[config.mk]
export PLATFORM = sky130hd
export DESIGN_NAME = assured_send_retry_controller_unit
export DESIGN_NICKNAME = d
export VERILOG_FILES = /design/src/hdl/asrc_pkg.sv /design/src/hdl/asrc_regs.sv /design/src/hdl/asrc_core.sv /design/src/hdl/assured_send_retry_controller_unit.sv
export SDC_FILE = /design/constraint.sdc
export NUM_CORES = 1
export LEC_CHECK = 0
export ABC_AREA = 1
export BUFFER_PORTS_ARGS = -buffer_cell sky130_fd_sc_hd__buf_2
export CORE_ASPECT_RATIO = 2
export CORE_MARGIN = 2
export CORE_UTILIZATION = 64
export CTS_BUF_LIST = sky130_fd_sc_hd__clkbuf_4 sky130_fd_sc_hd__clkbuf_8 sky130_fd_sc_hd__clkbuf_16
export DETAILED_ROUTE_END_ITERATION = 16
export PLACE_DENSITY_LB_ADDON = 0.15
export SYNTH_ARGS = -nofsm -noshare
export SYNTH_HDL_FRONTEND = slang
export SYNTH_SLANG_ARGS = --single-unit
export TNS_END_PERCENT = 100
[constraint.sdc]
create_clock -name aclk -period 4.6 [get_ports aclk]
set_clock_uncertainty 0.1 [all_clocks]
set_input_delay 0.46 -clock aclk [delete_from_list [all_inputs] [get_ports aclk]]
set_output_delay 0.46 -clock aclk [all_outputs]
set_load 0.05 [all_outputs]
[src/hdl/asrc_pkg.sv]
`default_nettype none
// ----------------------------------------------------------------------------
// asrc_pkg
// Types, codes and reset values shared by the send/retry controller files.
// ----------------------------------------------------------------------------
package asrc_pkg;

    localparam int ADDR_W  = 5;
    localparam int DATA_W  = 32;
    localparam int TIMER_W = 27;
    localparam int COUNT_W = 5;

    // Request codes of an input transaction
    localparam logic [1:0] REQ_START   = 2'd0;
    localparam logic [1:0] REQ_OUTCOME = 2'd1;
    localparam logic [1:0] REQ_ACK     = 2'd2;
    localparam logic [1:0] REQ_TICK    = 2'd3;

    // Transmitter outcome codes
    localparam logic [1:0] TX_OK        = 2'd0;
    localparam logic [1:0] TX_TRANSIENT = 2'd1;

    // Result status codes
    localparam logic [2:0] ST_NONE    = 3'd0;
    localparam logic [2:0] ST_OK      = 3'd1;
    localparam logic [2:0] ST_TXFAIL  = 3'd2;
    localparam logic [2:0] ST_ACKFAIL = 3'd3;
    localparam logic [2:0] ST_HARD    = 3'd4;

    // Register indexes (byte address is four times the index)
    localparam logic [2:0] REG_ACK_TIMEOUT = 3'd0;
    localparam logic [2:0] REG_TOWER_RELAX = 3'd1;
    localparam logic [2:0] REG_ACK_RELAX   = 3'd2;
    localparam logic [2:0] REG_MAX_TX_FAIL = 3'd3;
    localparam logic [2:0] REG_MAX_ACK_MISS = 3'd4;

    // Register reset values
    localparam logic [15:0] RST_ACK_TIMEOUT  = 16'd200;
    localparam logic [9:0]  RST_TOWER_RELAX  = 10'd100;
    localparam logic [9:0]  RST_ACK_RELAX    = 10'd50;
    localparam logic [3:0]  RST_MAX_TX_FAIL  = 4'd7;
    localparam logic [3:0]  RST_MAX_ACK_MISS = 4'd5;

    typedef enum logic [3:0] {
        PH_IDLE    = 4'b0001,
        PH_TXWAIT  = 4'b0010,
        PH_ACKWAIT = 4'b0100,
        PH_BACKOFF = 4'b1000
    } phase_t;

    typedef struct packed {
        logic [1:0] req_type;
        logic [1:0] tx_outcome;
    } in_t;

    typedef struct packed {
        logic               send_now;
        logic [2:0]         status;
        logic               busy_res;
        logic [COUNT_W-1:0] tx_failures_seen;
        logic [COUNT_W-1:0] ack_misses_seen;
    } out_t;

    typedef struct packed {
        logic [15:0] ack_timeout_ms;
        logic [9:0]  tower_relax_ms;
        logic [9:0]  ack_relax_ms;
        logic [3:0]  max_tx_failures;
        logic [3:0]  max_ack_misses;
    } cfg_t;

    typedef struct packed {
        phase_t             phase;
        logic [COUNT_W-1:0] tx_fail_count;
        logic [COUNT_W-1:0] ack_miss_count;
        logic [TIMER_W-1:0] wait_timer;
        logic               ack_latched;
    } state_t;

endpackage
`default_nettype wire

[src/hdl/asrc_regs.sv]
`default_nettype none
// ----------------------------------------------------------------------------
// asrc_regs
// APB register file holding the timeout, backoff bases and retry limits.
// ----------------------------------------------------------------------------
module asrc_regs (
    input  wire logic                          aclk,
    input  wire logic                          aresetn,
    input  wire logic                          psel,
    input  wire logic                          penable,
    input  wire logic                          pwrite,
    input  wire logic [asrc_pkg::ADDR_W-1:0]   paddr,
    input  wire logic [asrc_pkg::DATA_W-1:0]   pwdata,
    output logic      [asrc_pkg::DATA_W-1:0]   prdata,
    output logic                               pready,
    output asrc_pkg::cfg_t                     cfg
);

    asrc_pkg::cfg_t cfg_reg;
    asrc_pkg::cfg_t cfg_next;
    logic [2:0]     index;
    logic           wr_en;

    assign index  = paddr[asrc_pkg::ADDR_W-1:2];
    assign wr_en  = psel && penable && pwrite;
    assign pready = 1'b1;
    assign cfg    = cfg_reg;

    always_comb begin
        cfg_next = cfg_reg;
        if (wr_en) begin
            unique case (index)
                asrc_pkg::REG_ACK_TIMEOUT:  cfg_next.ack_timeout_ms  = pwdata[15:0];
                asrc_pkg::REG_TOWER_RELAX:  cfg_next.tower_relax_ms  = pwdata[9:0];
                asrc_pkg::REG_ACK_RELAX:    cfg_next.ack_relax_ms    = pwdata[9:0];
                asrc_pkg::REG_MAX_TX_FAIL:  cfg_next.max_tx_failures = pwdata[3:0];
                asrc_pkg::REG_MAX_ACK_MISS: cfg_next.max_ack_misses  = pwdata[3:0];
                default: ;
            endcase
        end
    end

    always_comb begin
        unique case (index)
            asrc_pkg::REG_ACK_TIMEOUT:  prdata = {16'd0, cfg_reg.ack_timeout_ms};
            asrc_pkg::REG_TOWER_RELAX:  prdata = {22'd0, cfg_reg.tower_relax_ms};
            asrc_pkg::REG_ACK_RELAX:    prdata = {22'd0, cfg_reg.ack_relax_ms};
            asrc_pkg::REG_MAX_TX_FAIL:  prdata = {28'd0, cfg_reg.max_tx_failures};
            asrc_pkg::REG_MAX_ACK_MISS: prdata = {28'd0, cfg_reg.max_ack_misses};
            default:                    prdata = '0;
        endcase
    end

    always_ff @(posedge aclk) begin
        if (!aresetn) begin
            cfg_reg.ack_timeout_ms  <= asrc_pkg::RST_ACK_TIMEOUT;
            cfg_reg.tower_relax_ms  <= asrc_pkg::RST_TOWER_RELAX;
            cfg_reg.ack_relax_ms    <= asrc_pkg::RST_ACK_RELAX;
            cfg_reg.max_tx_failures <= asrc_pkg::RST_MAX_TX_FAIL;
            cfg_reg.max_ack_misses  <= asrc_pkg::RST_MAX_ACK_MISS;
        end else begin
            cfg_reg <= cfg_next;
        end
    end

endmodule
`default_nettype wire

[src/hdl/asrc_core.sv]
`default_nettype none
// ----------------------------------------------------------------------------
// asrc_core
// Next-state and result logic for one event of the stop-and-wait sender.
// ----------------------------------------------------------------------------
module asrc_core (
    input  wire asrc_pkg::state_t state,
    input  wire asrc_pkg::cfg_t   cfg,
    input  wire asrc_pkg::in_t    item,
    output asrc_pkg::state_t      state_next,
    output asrc_pkg::out_t        result
);

    localparam int TW = asrc_pkg::TIMER_W;
    localparam int CW = asrc_pkg::COUNT_W;

    logic [CW-1:0] tx_inc;
    logic [CW-1:0] ack_inc;
    logic [TW-1:0] tx_backoff;
    logic [TW-1:0] ack_backoff;
    logic          expired;
    logic [TW-1:0] timer_dec;
    logic          send;
    logic [2:0]    status;

    assign tx_inc  = state.tx_fail_count + CW'(1);
    assign ack_inc = state.ack_miss_count + CW'(1);
    // Backoff is the base shifted by the incremented count, cut to the timer width.
    assign tx_backoff  = TW'(cfg.tower_relax_ms) << tx_inc;
    assign ack_backoff = TW'(cfg.ack_relax_ms) << ack_inc;
    // A tick with the timer at zero or one ends the wait.
    assign expired   = (state.wait_timer <= TW'(1));
    assign timer_dec = state.wait_timer - TW'(1);

    always_comb begin
        state_next = state;
        send       = 1'b0;
        status     = asrc_pkg::ST_NONE;
        unique case (item.req_type)
            asrc_pkg::REQ_START: begin
                if (state.phase == asrc_pkg::PH_IDLE) begin
                    state_next.tx_fail_count  = '0;
                    state_next.ack_miss_count = '0;
                    state_next.wait_timer     = '0;
                    state_next.ack_latched    = 1'b0;
                    state_next.phase          = asrc_pkg::PH_TXWAIT;
                    send                      = 1'b1;
                end
            end
            asrc_pkg::REQ_OUTCOME: begin
                if (state.phase == asrc_pkg::PH_TXWAIT) begin
                    state_next.ack_latched = 1'b0;
                    if (item.tx_outcome == asrc_pkg::TX_OK) begin
                        if (state.ack_latched) begin
                            state_next.phase = asrc_pkg::PH_IDLE;
                            status           = asrc_pkg::ST_OK;
                        end else begin
                            state_next.wait_timer = TW'(cfg.ack_timeout_ms);
                            state_next.phase      = asrc_pkg::PH_ACKWAIT;
                        end
                    end else if (item.tx_outcome == asrc_pkg::TX_TRANSIENT) begin
                        state_next.tx_fail_count = tx_inc;
                        if (tx_inc > CW'(cfg.max_tx_failures)) begin
                            state_next.phase      = asrc_pkg::PH_IDLE;
                            state_next.wait_timer = '0;
                            status                = asrc_pkg::ST_TXFAIL;
                        end else begin
                            state_next.wait_timer = tx_backoff;
                            state_next.phase      = asrc_pkg::PH_BACKOFF;
                        end
                    end else begin
                        // Any other outcome code counts as a hard error.
                        state_next.phase      = asrc_pkg::PH_IDLE;
                        state_next.wait_timer = '0;
                        status                = asrc_pkg::ST_HARD;
                    end
                end
            end
            asrc_pkg::REQ_ACK: begin
                if (state.phase == asrc_pkg::PH_TXWAIT) begin
                    state_next.ack_latched = 1'b1;
                end else if (state.phase == asrc_pkg::PH_ACKWAIT) begin
                    state_next.phase      = asrc_pkg::PH_IDLE;
                    state_next.wait_timer = '0;
                    status                = asrc_pkg::ST_OK;
                end
            end
            asrc_pkg::REQ_TICK: begin
                if (state.phase == asrc_pkg::PH_ACKWAIT ||
                    state.phase == asrc_pkg::PH_BACKOFF) begin
                    state_next.wait_timer = expired ? '0 : timer_dec;
                end
                if (expired && state.phase == asrc_pkg::PH_ACKWAIT) begin
                    state_next.ack_miss_count = ack_inc;
                    if (ack_inc > CW'(cfg.max_ack_misses)) begin
                        state_next.phase = asrc_pkg::PH_IDLE;
                        status           = asrc_pkg::ST_ACKFAIL;
                    end else begin
                        state_next.wait_timer = ack_backoff;
                        state_next.phase      = asrc_pkg::PH_BACKOFF;
                    end
                end else if (expired && state.phase == asrc_pkg::PH_BACKOFF) begin
                    state_next.ack_latched = 1'b0;
                    state_next.phase       = asrc_pkg::PH_TXWAIT;
                    send                   = 1'b1;
                end
            end
            default: ;
        endcase
    end

    always_comb begin
        result.send_now         = send;
        result.status           = status;
        result.busy_res         = (state_next.phase != asrc_pkg::PH_IDLE);
        result.tx_failures_seen = state_next.tx_fail_count;
        result.ack_misses_seen  = state_next.ack_miss_count;
    end

endmodule
`default_nettype wire

[src/hdl/assured_send_retry_controller_unit.sv]
`default_nettype none
// ----------------------------------------------------------------------------
// assured_send_retry_controller_unit
// Stop-and-wait sender controller with exponential backoff on failures.
// ----------------------------------------------------------------------------
// Every input transaction (start, transmitter outcome, acknowledge or a
// millisecond tick) produces exactly one result transaction in the cycle after
// it is accepted, and a new transaction can be accepted in every cycle: the
// whole update is one pass of logic from the state registers into the result
// register, and s_ready stays high whenever that result register is empty or
// being taken in the same cycle. Registers at byte addresses 0x00 ack
// timeout, 0x04 transmitter backoff base, 0x08 acknowledge backoff base,
// 0x0C transmitter failure limit and 0x10 acknowledge miss limit; write them
// only while the controller is idle.
// ----------------------------------------------------------------------------
module assured_send_retry_controller_unit (
    input  wire logic                        aclk,
    input  wire logic                        aresetn,
    input  wire logic                        s_valid,
    output logic                             s_ready,
    input  wire asrc_pkg::in_t               s_data,
    output logic                             m_valid,
    input  wire logic                        m_ready,
    output asrc_pkg::out_t                   m_data,
    input  wire logic                        psel,
    input  wire logic                        penable,
    input  wire logic                        pwrite,
    input  wire logic [asrc_pkg::ADDR_W-1:0] paddr,
    input  wire logic [asrc_pkg::DATA_W-1:0] pwdata,
    output logic      [asrc_pkg::DATA_W-1:0] prdata,
    output logic                             pready
);

    asrc_pkg::cfg_t   cfg;
    asrc_pkg::state_t state_reg;
    asrc_pkg::state_t state_next;
    asrc_pkg::out_t   result;
    asrc_pkg::out_t   out_reg;
    logic             m_valid_reg;
    logic             m_valid_next;
    logic             accept;

    asrc_regs u_regs (
        .aclk    (aclk),
        .aresetn (aresetn),
        .psel    (psel),
        .penable (penable),
        .pwrite  (pwrite),
        .paddr   (paddr),
        .pwdata  (pwdata),
        .prdata  (prdata),
        .pready  (pready),
        .cfg     (cfg)
    );

    asrc_core u_core (
        .state      (state_reg),
        .cfg        (cfg),
        .item       (s_data),
        .state_next (state_next),
        .result     (result)
    );

    assign s_ready = !m_valid_reg || m_ready;
    assign accept  = s_valid && s_ready;
    assign m_valid = m_valid_reg;
    assign m_data  = out_reg;

    always_comb begin
        m_valid_next = m_valid_reg;
        if (accept) begin
            m_valid_next = 1'b1;
        end else if (m_ready) begin
            m_valid_next = 1'b0;
        end
    end

    always_ff @(posedge aclk) begin
        if (!aresetn) begin
            state_reg.phase          <= asrc_pkg::PH_IDLE;
            state_reg.tx_fail_count  <= '0;
            state_reg.ack_miss_count <= '0;
            state_reg.wait_timer     <= '0;
            state_reg.ack_latched    <= 1'b0;
            m_valid_reg              <= 1'b0;
        end else begin
            m_valid_reg <= m_valid_next;
            if (accept) begin
                state_reg <= state_next;
            end
        end
    end

    always_ff @(posedge aclk) begin
        if (accept) begin
            out_reg <= result;
        end
    end

    // The busy flag of a fresh result must match the state it left behind.
    a_busy_matches: assert property (@(posedge aclk) disable iff (!aresetn)
        accept |=> m_valid && (m_data.busy_res == (state_reg.phase != asrc_pkg::PH_IDLE)))
        else $error("busy_res disagrees with the stored phase");

    // A finishing status always ends the exchange.
    a_status_idle: assert property (@(posedge aclk) disable iff (!aresetn)
        accept |=> (m_data.status == asrc_pkg::ST_NONE) || !m_data.busy_res)
        else $error("exchange still busy after a final status");

    // A send request leaves the controller waiting for the transmitter.
    a_send_txwait: assert property (@(posedge aclk) disable iff (!aresetn)
        accept |=> !m_data.send_now || (state_reg.phase == asrc_pkg::PH_TXWAIT))
        else $error("send_now without entering the transmitter wait");

    // The timer only runs while waiting for an acknowledge or backing off.
    a_timer_quiet: assert property (@(posedge aclk) disable iff (!aresetn)
        (state_reg.phase == asrc_pkg::PH_IDLE || state_reg.phase == asrc_pkg::PH_TXWAIT)
        |-> (state_reg.wait_timer == '0))
        else $error("wait timer running outside a timed phase");

    // A result waiting at a stalled output must not be overwritten.
    a_no_overrun: assert property (@(posedge aclk) disable iff (!aresetn)
        (m_valid && !m_ready) |-> !accept)
        else $error("new transaction accepted over a pending result");

endmodule
`default_nettype wire

==> summary.log, run 1 <==
INFO  outcome        run_status=complete, no violations
INFO  global_route   globalRouteOverflowTotal=0
INFO  clocking       postCtsSetupBuffers=0
INFO  floorplanning  initial_core_util=65.8%
INFO  timing         rsz0062_at_grt=no
INFO  layout         layout.cells.non_filler=1442
INFO  timing         final.setup.tns=0ns
INFO  detailed_routing routed_wl=24300µm
INFO  place          place.gp.congestion=1.05
INFO  critical_path  worstPathArrival=3.44ns
INFO  pwr            fin_total_pwr=2.30mW
INFO  layout         num_antenna_cells=0
INFO  clocking       cts_bufs_inserted=9
INFO  timing         whs=0.266ns
INFO  pwr            p_leak=3.98nW
INFO  clocking       clock_insertion_delay_worst_skew=0.36ns
INFO  timing         report.final.slew_viol_count=0
INFO  critical_path  critical_setup_path_class=reg -> reg
INFO  yosys          post_synth_instance_area=7700µm²
INFO  floorplanning  floorplan.die_area=13000µm²
INFO  floorplanning  die_h=159µm
INFO  pwr            power_density=279nW/µm²
INFO  timing         fmax=306MHz
INFO  place          place.detailed.instances=1426
INFO  yosys          postSynthCellCount=1254
INFO  yosys          synth_edf_count=15
INFO  flow_run       cap_violations=0
INFO  layout         final_net_count=1357
INFO  place          placement.io_buffers=62
INFO  timing         slew-limit-headroom=44.4%
INFO  clocking       post_cts_sizing_count=0
INFO  clocking       cts_hold_buffers=0
INFO  critical_path  critical_path.max_fanout=21
INFO  min_path       min-delay-path-class=in -> reg
INFO  timing         post-route-min-period=3.27ns
INFO  floorplanning  coreArea=11700µm²
INFO  yosys          synth_sequential_area_ratio=28.5%
INFO  detailed_routing first_iter_violations=546
INFO  detailed_routing drt-pass1-iter-count=5
INFO  timing         worstMarginPinSlew=0.829ns
INFO  clocking       number_of_buffers_on_the_longest_clock_path=2
INFO  detailed_routing via_density_per_instance=5.74
INFO  layout         finish.instance_area=8230µm²
INFO  detailed_routing drc=0
INFO  timing         setup-violations-final=0
INFO  yosys          count_of_cell_types_in_the_netlist=46
INFO  layout         area_growth_syn_to_layout=6.92%
INFO  detailed_routing dr_total_vias=8271
INFO  clocking       cts.sinks=102
INFO  global_route   first_pass_grt_wire_length=38600µm
INFO  timing         final_min_period_over_clock_period=71.2%
INFO  yosys          synthesis.area_per_instance=6.14µm²
INFO  pwr            peakVddDrop=233µV
INFO  yosys          yosys_most_used_dff=dfxtp_1
INFO  global_route   largest_net_degree_at_the_start_of_global_routing=46
INFO  clocking       cts_tree=yes
INFO  yosys          ys_seq_elements=102
INFO  timing         hold_violations=0
INFO  global_route   first_global_vias=7811
INFO  critical_path  worst-endpoint-required=4.77ns
INFO  place          total_cell_area_at_the_placement_stage=7940µm²
INFO  global_route   number_of_antenna_violations_at_the_first_check_in_global_routing=0
INFO  yosys          yosys_warnings=0
INFO  clocking       clockRootBuffer=clkbuf_16
INFO  place          dpl.hpwl=19500µm
INFO  yosys          ys_async_sr_fraction=0%
INFO  layout         layout-drive-gt1-share=11.4%
INFO  global_route   track_usage=38.9%
INFO  clocking       path_clk_slew=0.08ns
INFO  layout         flip_flop_count_of_the_largest_register_all_copies_and_words_added=44
INFO  clocking       htreeDepth=3
INFO  critical_path  worstSetupStartpointType=flop
INFO  floorplanning  io-pin-count=98
INFO  detailed_routing wire_per_inst=16.8µm
INFO  floorplanning  dieWidth=81.5µm
INFO  critical_path  critPathCaptureType=flop
INFO  detailed_routing final_antenna_net_count=0
INFO  floorplanning  floorplan.rows=56
==> worst max-delay path, stage by stage, from the launching register on <==
cell and delay (ns):
dfxtp_1 0.34, buf_4 0.22, nand3_1 0.14, xor2_2 0.32, ha_1 0.31, nand2_1 0.08, o21bai_1 0.10, nand2_1 0.06
nand2_1 0.06, nand2_1 0.10, nor2_2 0.45, nand2_1 0.19, nor2_2 0.28, nand3_1 0.11, nand2_1 0.10, nand2_1 0.08
a21oi_1 0.14
==> stage by stage <==
step,setup WS [ns],utilization [%]
final,1.33,70.3
after global routing,1.04,70.3
after global placement,1.45,67.9
after floorplan,1.86,-
after CTS,1.36,70.3
after detailed placement,1.37,67.9
==> path summary, 6_finish.rpt <==
| path | slack, ns | cells past startpoint | end | from |
|---|---|---|---|---|
| worst min-delay path | 0.27 | 3 | u_regs.cfg[13] | pwdata[5] |
| worst max-delay path | 1.33 | 16 | state_reg[25] | state_reg[33] |
| worst min register to register | 0.36 | 2 | state_reg[0] | state_reg[0] |
| worst max register to register | 1.33 | 16 | state_reg[25] | state_reg[33] |
==> power by group <==
group	leakage, nW	internal [mW]	switching (mW)
Sequential	0.856	0.932	0.0201
Combinational	2.98	0.148	0.444
Clock	0.144	0.384	0.367
==> cells in the mapped netlist, types with 2 or more instances <==
master | instances | area share, %
xor2_1 | 9 | 1.0
nand2_2 | 3 | 0.24
inv_1 | 121 | 5.9
o211ai_1 | 8 | 0.78
clkbuf_1 | 17 | 0.83
nand3_2 | 3 | 0.39
nor2_4 | 5 | 0.73
buf_2 | 11 | 0.72
nand3b_1 | 2 | 0.20
nor2_1 | 107 | 5.2
conb_1 | 2 | 0.098
o22ai_1 | 10 | 0.81
o221ai_1 | 4 | 0.46
nor3_1 | 13 | 0.85
and2_1 | 3 | 0.24
xor2_2 | 4 | 0.85
a21oi_1 | 83 | 5.4
buf_4 | 23 | 2.2
nand2_1 | 387 | 19
nor2_2 | 10 | 0.81
nand3_1 | 122 | 7.9
o21ai_2 | 3 | 0.34
a31oi_1 | 2 | 0.16
nand4_1 | 12 | 0.98
a21oi_2 | 2 | 0.23
o21ai_0 | 101 | 6.6
a221oi_1 | 4 | 0.46
o21ai_1 | 11 | 0.72
o31ai_1 | 2 | 0.20
buf_6 | 6 | 0.88
edfxtp_1 | 15 | 5.9
inv_2 | 22 | 1.1
clkinv_1 | 8 | 0.39
dfxtp_1 | 87 | 23
nand2_4 | 2 | 0.29
nor3_2 | 3 | 0.39
ha_1 | 17 | 2.8
a22o_1 | 2 | 0.23
==> layout make-up <==
cell class | instances | area (µm²)
Fill cell | 1125 | 3470
Clock buffer | 10 | 233
Multi-Input combinational cell | 958 | 4630
Timing Repair Buffer | 70 | 370
Tap cell | 145 | 181
Sequential cell | 102 | 2190
Inverter | 151 | 567
Clock inverter | 6 | 55.1
==> per-layer routing <==
| metal | share of wire, % | track usage [%] |
|---|---|---|
| met5 | 0 | 0 |
| met4 | 9.3 | 35.1 |
| met3 | 5.2 | 9.01 |
| met2 | 51 | 65.2 |
| met1 | 34 | 37.6 |
==> cell families after synthesis <==
logic type,synth area share [%]
AND/OR/NAND/NOR,37.6
adder cells (fa/ha/maj),2.76
other,0.0976
flip-flops,28.5
buffers and inverters,12.1
AO/OA/AOI/OAI,16.5
XOR/XNOR,2.44
==> layout by cell type (no fill, tap or decap), types with 12 or more instances in the layout <==
cell type / Yosys / layout
conb_1: 2 / 17
o21ai_0: 101 / 101
inv_2: 22 / 22
dfxtp_1: 87 / 87
nor2_1: 107 / 107
ha_1: 17 / 17
nand4_1: 12 / 12
nand3_1: 122 / 122
nor3_1: 13 / 13
buf_2: 11 / 62
nand2_1: 387 / 387
edfxtp_1: 15 / 15
a21oi_1: 83 / 83
inv_1: 121 / 121
No activity file was read; power rests on OpenSTA's default activity.
==> run 2: changes to the inputs <==
--- a/config.mk
+++ b/config.mk
@@ -9,7 +9,7 @@
 export BUFFER_PORTS_ARGS = -buffer_cell sky130_fd_sc_hd__buf_2
 export CORE_ASPECT_RATIO = 2
 export CORE_MARGIN = 2
-export CORE_UTILIZATION = 64
+export CORE_UTILIZATION = 59
 export CTS_BUF_LIST = sky130_fd_sc_hd__clkbuf_4 sky130_fd_sc_hd__clkbuf_8 sky130_fd_sc_hd__clkbuf_16
 export DETAILED_ROUTE_END_ITERATION = 16
 export PLACE_DENSITY_LB_ADDON = 0.15
==> constraint.sdc (replaced) <==
create_clock -name aclk -period 3.24 [get_ports aclk]
set_clock_uncertainty 0.1 [all_clocks]
set_input_delay 0.324 -clock aclk [delete_from_list [all_inputs] [get_ports aclk]]
set_output_delay 0.324 -clock aclk [all_outputs]
set_load 0.05 [all_outputs]
==> run 2 against run 1 <==
Effect of this change:
- sequential power is 42% higher
- critical path depth decreased by 1
- largest power group unchanged
- sequential share of layout area fell by 0.37 points
- final cell count grew 1.2%
- critical path type unchanged
==> summary.log, run 2 (synthesized netlist as in run 1, its figures left out) <==
INFO  clocking       path_clk_slew=0.09ns [about the same]
INFO  layout         final_net_count=1367 [+0.74%]
INFO  floorplanning  dieWidth=84.8µm [+3.9%]
INFO  clocking       clockRootBuffer=clkbuf_16
INFO  clocking       cts.sinks=102 [unchanged]
INFO  detailed_routing drc=0 [unchanged]
INFO  global_route   globalRouteOverflowTotal=0 [unchanged]
INFO  detailed_routing first_iter_violations=700 [+28%]
INFO  place          place.gp.congestion=0.987 [-5.9%]
INFO  layout         area_growth_syn_to_layout=8.42%
INFO  clocking       cts_hold_buffers=0 [unchanged]
INFO  detailed_routing via_density_per_instance=5.79 [+0.91%]
INFO  global_route   first_global_vias=7856 [+0.58%]
INFO  critical_path  critical_path.most_common_cell=nand2_1
INFO  pwr            peakVddDrop=285µV [+22%]
INFO  timing         worstMarginPinSlew=0.918ns [+0.0887 ns]
INFO  timing         rsz0062_at_grt=no
INFO  timing         setup-violations-final=0 [unchanged]
INFO  layout         layout.cells.most_common_list=387 x nand2_1, 122 x nand3_1, 121 x inv_1
INFO  timing         post-route-min-period=2.91ns [-0.362 ns]
INFO  critical_path  max_stage_delay=0.51ns [+0.06 ns]
INFO  clocking       cts_bufs_inserted=9 [unchanged]
INFO  critical_path  worstPathArrival=3.11ns [-0.33 ns]
INFO  pwr            p_leak=4.04nW [+1.5%]
INFO  global_route   number_of_antenna_violations_at_the_first_check_in_global_routing=0 [unchanged]
INFO  layout         mostFrequentLayoutCell=nand2_1
INFO  detailed_routing routed_wl=24400µm [+0.61%]
INFO  layout         num-fill-cells=1282 [+14%]
INFO  detailed_routing wire_per_inst=16.7µm [-0.57%]
INFO  layout         finish.instance_area=8350µm² [+1.4%]
INFO  clocking       number_of_buffers_on_the_longest_clock_path=2 [unchanged]
INFO  critical_path  critical_setup_path_class=reg -> reg
INFO  outcome        run_status=complete, no violations
INFO  timing         final.setup.tns=0ns [unchanged]
INFO  floorplanning  io-pin-count=98 [unchanged]
INFO  critical_path  path_cells=nand3_1 > xor2_2 > inv_1 > ha_1 > a21oi_1 > o21ai_0 > nand2_1 > nand2_2 > inv_2 > nand3_4 > nor2_2 > nand2_1 > nand3_1 > nand2_1 > a21oi_2
INFO  clocking       cts_tree=yes
INFO  clocking       post_cts_sizing_count=0 [unchanged]
INFO  detailed_routing drt-pass1-iter-count=6 [+1]
INFO  pwr            fin_total_pwr=3.36mW [+46%]
INFO  detailed_routing final_antenna_net_count=0 [unchanged]
INFO  place          placement.io_buffers=62 [unchanged]
INFO  clocking       htreeDepth=3 [unchanged]
INFO  global_route   first_pass_grt_wire_length=38600µm [about the same]
INFO  timing         report.final.slew_viol_count=0 [unchanged]
INFO  timing         slew-limit-headroom=38.4% [-6.0 points]
INFO  clocking       postCtsSetupBuffers=0 [unchanged]
INFO  detailed_routing dr_total_vias=8445 [+2.1%]
INFO  timing         final_min_period_over_clock_period=89.8% [+19 points]
INFO  layout         num_antenna_cells=0 [unchanged]
INFO  floorplanning  die_h=166µm [+4.0%]
INFO  pwr            power_density=402nW/µm² [+44%]
INFO  flow_run       cap_violations=0 [unchanged]
INFO  floorplanning  floorplan.die_area=14000µm² [+8.2%]
INFO  critical_path  critical_path.max_fanout=19 [-9.5%]
INFO  clocking       clock_insertion_delay_worst_skew=0.37ns [about the same]
INFO  floorplanning  coreArea=12800µm² [+9.8%]
INFO  timing         hold_violations=0 [unchanged]
INFO  min_path       min-delay-path-class=in -> reg
INFO  critical_path  path_delay_family=simple AND/OR/NAND/NOR gates
INFO  critical_path  critPathSlowestCell=dfxtp_1
INFO  place          dpl.hpwl=18800µm [-3.5%]
INFO  layout         flip_flop_count_of_the_largest_register_all_copies_and_words_added=44 [unchanged]
INFO  critical_path  worst-endpoint-required=3.44ns [-1.33 ns]
INFO  layout         layout-drive-gt1-share=12.1% [+0.68 points]
INFO  critical_path  worstSetupStartpointType=flop
INFO  timing         fmax=344MHz [+12%]
INFO  place          total_cell_area_at_the_placement_stage=8030µm² [+1.1%]
INFO  critical_path  critPathCaptureType=flop
INFO  global_route   track_usage=35.1% [-3.8 points]
INFO  global_route   largest_net_degree_at_the_start_of_global_routing=45 [-2.2%]
INFO  floorplanning  floorplan.rows=59 [+5.4%]
INFO  floorplanning  initial_core_util=59.9% [-5.9 points]
INFO  critical_path  path_buf_inv=2 [+1]
-- run 2: final timing paths --
| kind | startpoint | to | slack (ns) | cells past startpoint |
|---|---|---|---|---|
| min | pwdata[5] | u_regs.cfg[23] | 0.11 | 3 |
| max | state_reg[30] | state_reg[15] | 0.33 | 15 |
| max reg2reg | state_reg[30] | state_reg[15] | 0.33 | 15 |
| min reg2reg | state_reg[27] | state_reg[27] | 0.37 | 2 |
-- run 2: metrics by stage --
step / hold WS [ns] / utilization, % / setup slack [ns] / cells
after floorplan: 0.334 / - / 0.499 / 1269
after global placement: 0.348 / 62.5 / 0.416 / 1443
after global routing: 0.135 / 65.0 / 0.00424 / 1459
final: 0.110 / 65.0 / 0.329 / 1459
after detailed placement: 0.355 / 62.5 / 0.357 / 1443
after CTS: 0.108 / 65.0 / 0.345 / 1459
-- run 2: power by group --
group          switching [mW]  internal (mW)  total, mW
combinational           0.619          0.221      0.840
clock                   0.601          0.564       1.17
sequential             0.0286           1.32       1.35
-- run 2: cell type report --
type,instances,area [µm²],area share (%)
well taps,152,190,2.28
clock buffers,9,225,2.70
flip-flops and latches,102,2190,26.3
repair buffers,80,445,5.34
inverters,151,567,6.79
clock inverters,7,93.8,1.12
multi-input cells,958,4630,55.5
-- run 2: worst reg2reg max path, stage by stage (launching register included) --
cell     delay [ns]
dfxtp_1        0.51
nand3_1        0.17
xor2_2         0.16
inv_1          0.12
ha_1           0.33
a21oi_1        0.12
o21ai_0        0.17
nand2_1        0.14
nand2_2        0.11
inv_2          0.09
nand3_4        0.20
nor2_2         0.25
nand2_1        0.11
nand3_1        0.10
nand2_1        0.06
a21oi_2        0.13
-- run 2: per-layer routing --
metal	share of wire (%)	wire length, µm	global-route usage, %	vias up
li1	-	-	-	4146
met1	39	9630	43.1	3807
met2	47	11500	58.2	404
met3	6.9	1690	4.27	88
met4	6.4	1570	21.9	0
met5	0	0	0	-
==> run 3: changes to the inputs <==
--- a/config.mk
+++ b/config.mk
@@ -9,7 +9,7 @@
 export BUFFER_PORTS_ARGS = -buffer_cell sky130_fd_sc_hd__buf_2
 export CORE_ASPECT_RATIO = 2
 export CORE_MARGIN = 2
-export CORE_UTILIZATION = 59
+export CORE_UTILIZATION = 30
 export CTS_BUF_LIST = sky130_fd_sc_hd__clkbuf_4 sky130_fd_sc_hd__clkbuf_8 sky130_fd_sc_hd__clkbuf_16
 export DETAILED_ROUTE_END_ITERATION = 16
 export PLACE_DENSITY_LB_ADDON = 0.15
==> run 3 against run 2 <==
Effect of this change:
- global-route usage down 14 points
- critical path depth up 1
- maximum frequency up 2.1%
- routed wire length up 10%
- setup slack better by 0.059 ns
- worst hold slack worse by 0.022 ns
- first-iteration DRC count down 28%
- register-to-register slack better by 0.06 ns
- combinational power up 4.0%
- sequential power about the same
- via count down 3.3%
- critical endpoint is now state_reg[24]
- largest cell class unchanged
- highest routed layer unchanged
==> summary.log, run 3 (synthesized netlist as in run 1, its figures left out) <==
INFO  outcome        run_status=complete, no violations
INFO  timing         setup-violations-final=0 [unchanged]
INFO  clocking       cts.sinks=102 [unchanged]
INFO  detailed_routing via_density_per_instance=4.95 [-15%]
INFO  layout         final_net_count=1371 [+0.29%]
INFO  critical_path  worstSetupStartpointType=flop
INFO  critical_path  critical_path.most_common_cell=nand2_1
INFO  clocking       path_clk_slew=0.07ns [-0.02 ns]
INFO  layout         flip_flop_count_of_the_largest_register_all_copies_and_words_added=44 [unchanged]
INFO  critical_path  critical_setup_path_class=reg -> reg
INFO  timing         fmax=351MHz [+2.1%]
INFO  layout         finalCoreUtilization=33.9% [-31 points]
INFO  place          dpl_worst_slack=0.426ns [+0.0688 ns]
INFO  global_route   first_pass_grt_wire_length=42700µm [+11%]
INFO  clocking       number_of_buffers_on_the_longest_clock_path=2 [unchanged]
INFO  floorplanning  dieWidth=117µm [+38%]
INFO  timing         report.final.slew_viol_count=0 [unchanged]
INFO  detailed_routing first_iter_violations=505 [-28%]
INFO  layout         num-fill-cells=2905 [+130%]
INFO  pwr            peakVddDrop=242µV [-15%]
INFO  global_route   first_global_vias=7932 [+0.97%]
INFO  critical_path  path_buf_inv=1 [-1]
INFO  place          place.detailed.instances=1635 [+13%]
INFO  clocking       cts_tree=yes
INFO  floorplanning  floorplan.rows=83 [+41%]
INFO  floorplanning  floorplan.die_area=27000µm² [+93%]
INFO  pwr            power.sequential.fraction=39.0% [-1.3 points]
INFO  pwr            power.combinational.fraction=25.3% [+0.3 points]
INFO  detailed_routing drc=0 [unchanged]
INFO  critical_path  critPathSlowestCell=dfxtp_1
INFO  clocking       clock_insertion_delay_worst_skew=0.38ns [about the same]
INFO  layout         area_growth_syn_to_layout=11.9%
INFO  floorplanning  coreArea=25400µm² [+98%]
INFO  layout         mostFrequentLayoutCell=nand2_1
INFO  clocking       clockRootBuffer=clkbuf_16
INFO  min_path       timing.hold.worst_endpoint=u_regs.cfg[12]
INFO  layout         layout.cells.non_filler=1651 [+13%]
INFO  critical_path  worst-r2r-setup-slack=0.39ns [+0.06 ns]
INFO  timing         slew-limit-headroom=46.5% [+8.1 points]
INFO  critical_path  worst_r2r_endpoint=state_reg[24]
INFO  timing         rsz0062_at_grt=no
INFO  critical_path  r2r-start=state_reg[35]
INFO  min_path       holdPathStages=3 [unchanged]
INFO  timing         final.setup.tns=0ns [unchanged]
INFO  global_route   track_usage=20.7% [-14 points]
INFO  floorplanning  die_h=231µm [+39%]
INFO  min_path       min-delay-path-class=in -> reg
INFO  timing         final_min_period_over_clock_period=88.0% [-1.8 points]
INFO  place          place.gp.congestion=0.923 [-6.5%]
INFO  global_route   number_of_antenna_violations_at_the_first_check_in_global_routing=0 [unchanged]
INFO  detailed_routing wire_per_inst=16.3µm [-2.5%]
INFO  timing         hold_violations=0 [unchanged]
INFO  pwr            share_clk_of_total_power=35.7% [+1.0 points]
INFO  timing         whs=0.0885ns [-0.0219 ns]
INFO  layout         register_area=2190µm² [unchanged]
INFO  critical_path  critical_path.max_fanout=7 [-12]
INFO  floorplanning  initial_core_util=30.3% [-30 points]
INFO  min_path       hold_path.startpoint=pwdata[4]
INFO  detailed_routing drt-pass1-iter-count=5 [-1]
INFO  critical_path  path_cells=nand3_1 > xor2_2 > ha_1 > nand2_1 > o21bai_1 > nand2_1 > nand2_1 > nand2_1 > nor2_2 > nand2_1 > nor2_2 > buf_4 > nand2_1 > nand3_1 > nand2_1 > a21oi_1
INFO  clocking       post_cts_sizing_count=0 [unchanged]
INFO  timing         worstMarginPinSlew=0.798ns [-0.120 ns]
INFO  global_route   largest_net_degree_at_the_start_of_global_routing=45 [unchanged]
INFO  pwr            power_density=402nW/µm² [-0.14%]
INFO  layout         layout-drive-gt1-share=12.4% [+0.27 points]
INFO  timing         worst_slack=0.388ns [+0.0590 ns]
INFO  critical_path  max_stage_delay=0.43ns [-0.08 ns]
INFO  layout         multi_input_gate_area=4630µm² [unchanged]
INFO  detailed_routing routed_wl=27000µm [+10%]
INFO  clocking       cts_hold_buffers=0 [unchanged]
INFO  place          dpl.hpwl=21200µm [+13%]
INFO  detailed_routing final_antenna_net_count=0 [unchanged]
INFO  pwr            total_switching_power=1.21mW [-2.9%]
INFO  critical_path  worst-r2r-cell-count=16 [+1]
INFO  timing         post-route-min-period=2.85ns [-0.0590 ns]
INFO  critical_path  worstPathArrival=3.05ns [-0.06 ns]
INFO  place          placement.io_buffers=62 [unchanged]
INFO  pwr            cell_internal_pwr=2.25mW [+6.6%]
INFO  critical_path  path_delay_family=simple AND/OR/NAND/NOR gates
INFO  clocking       htreeDepth=3 [unchanged]
INFO  flow_run       cap_violations=0 [unchanged]
INFO  pwr            swShare=35.0% [-2.2 points]
INFO  critical_path  critPathCaptureType=flop
INFO  clocking       postCtsSetupBuffers=0 [unchanged]
INFO  detailed_routing dr_total_vias=8168 [-3.3%]
INFO  floorplanning  io-pin-count=98 [unchanged]
INFO  global_route   globalRouteOverflowTotal=0 [unchanged]
INFO  layout         layout.cells.most_common_list=387 x nand2_1, 122 x nand3_1, 121 x inv_1
INFO  clocking       cts_bufs_inserted=9 [unchanged]
INFO  critical_path  worst-endpoint-required=3.44ns [about the same]
INFO  layout         num_antenna_cells=0 [unchanged]
INFO  pwr            p_leak=4.07nW [+0.74%]
-- run 3: cell count changes in the layout (fill, tap and decap cells not counted) --
cell | before | now
clkbuf_4 | 0 | 2
clkinv_2 | 0 | 1
buf_4 | 18 | 22
inv_8 | 1 | 0
bufinv_16 | 0 | 2
inv_12 | 1 | 0
clkinv_8 | 3 | 0
-- run 3: power by group through the flow --
stage | sequential (mW) | combinational [mW] | clock, mW
global placement | 1.38 | 0.867 | 0
finish | 1.35 | 0.874 | 1.24
CTS | 1.35 | 0.872 | 1.27
global route | 1.36 | 0.971 | 1.30
detailed placement | 1.38 | 0.868 | 0
floorplan | 1.42 | 0.595 | 0
-- run 3: worst max-delay path by stage --
stage                              from       endpoint  slack [ns]  cells after the start
after global routing      state_reg[29]  state_reg[13]        0.06                     15
after global placement    state_reg[29]  state_reg[17]        0.44                     15
final                     state_reg[35]  state_reg[24]        0.39                     16
after floorplan                 m_valid  state_reg[18]        0.50                      9
after CTS                 state_reg[29]  state_reg[13]        0.41                     15
after detailed placement  state_reg[29]  state_reg[13]        0.43                     15
-- run 3: final cells by class --
class / count / area share [%]
Multi-Input combinational cell: 958 / 53.8
Sequential cell: 102 / 25.4
Inverter: 151 / 6.58
Timing Repair Buffer: 84 / 5.52
Tap cell: 340 / 4.94
Clock buffer: 11 / 2.79
Clock inverter: 5 / 0.959
-- run 3: per-layer routing --
metal  global-route usage [%]  part of all wire [%]  up-vias
met5                        0                     0        -
met4                     9.04                   3.7        0
met3                     2.65                   3.5       47
met2                     36.1                    51      194
met1                     24.8                    42     3781
li1                         -                     -     4146
-- run 3: per-stage QoR --
stage / instance area [µm²] / power [mW]
6_report: 8610 / 3.46
5_1_grt: 8610 / 3.63
4_1_cts: 8610 / 3.49
3_5_place_dp: 8290 / 2.25
3_3_place_gp: 8290 / 2.25
2_1_floorplan: 7750 / 2.02
-- run 3: worst register-to-register path, cell delays in order, from the launching register on --
cell	delay [ns]
dfxtp_1	0.43
nand3_1	0.15
xor2_2	0.18
ha_1	0.30
nand2_1	0.08
o21bai_1	0.10
nand2_1	0.06
nand2_1	0.09
nand2_1	0.12
nor2_2	0.33
nand2_1	0.17
nor2_2	0.13
buf_4	0.15
nand2_1	0.10
nand3_1	0.11
nand2_1	0.06
a21oi_1	0.14
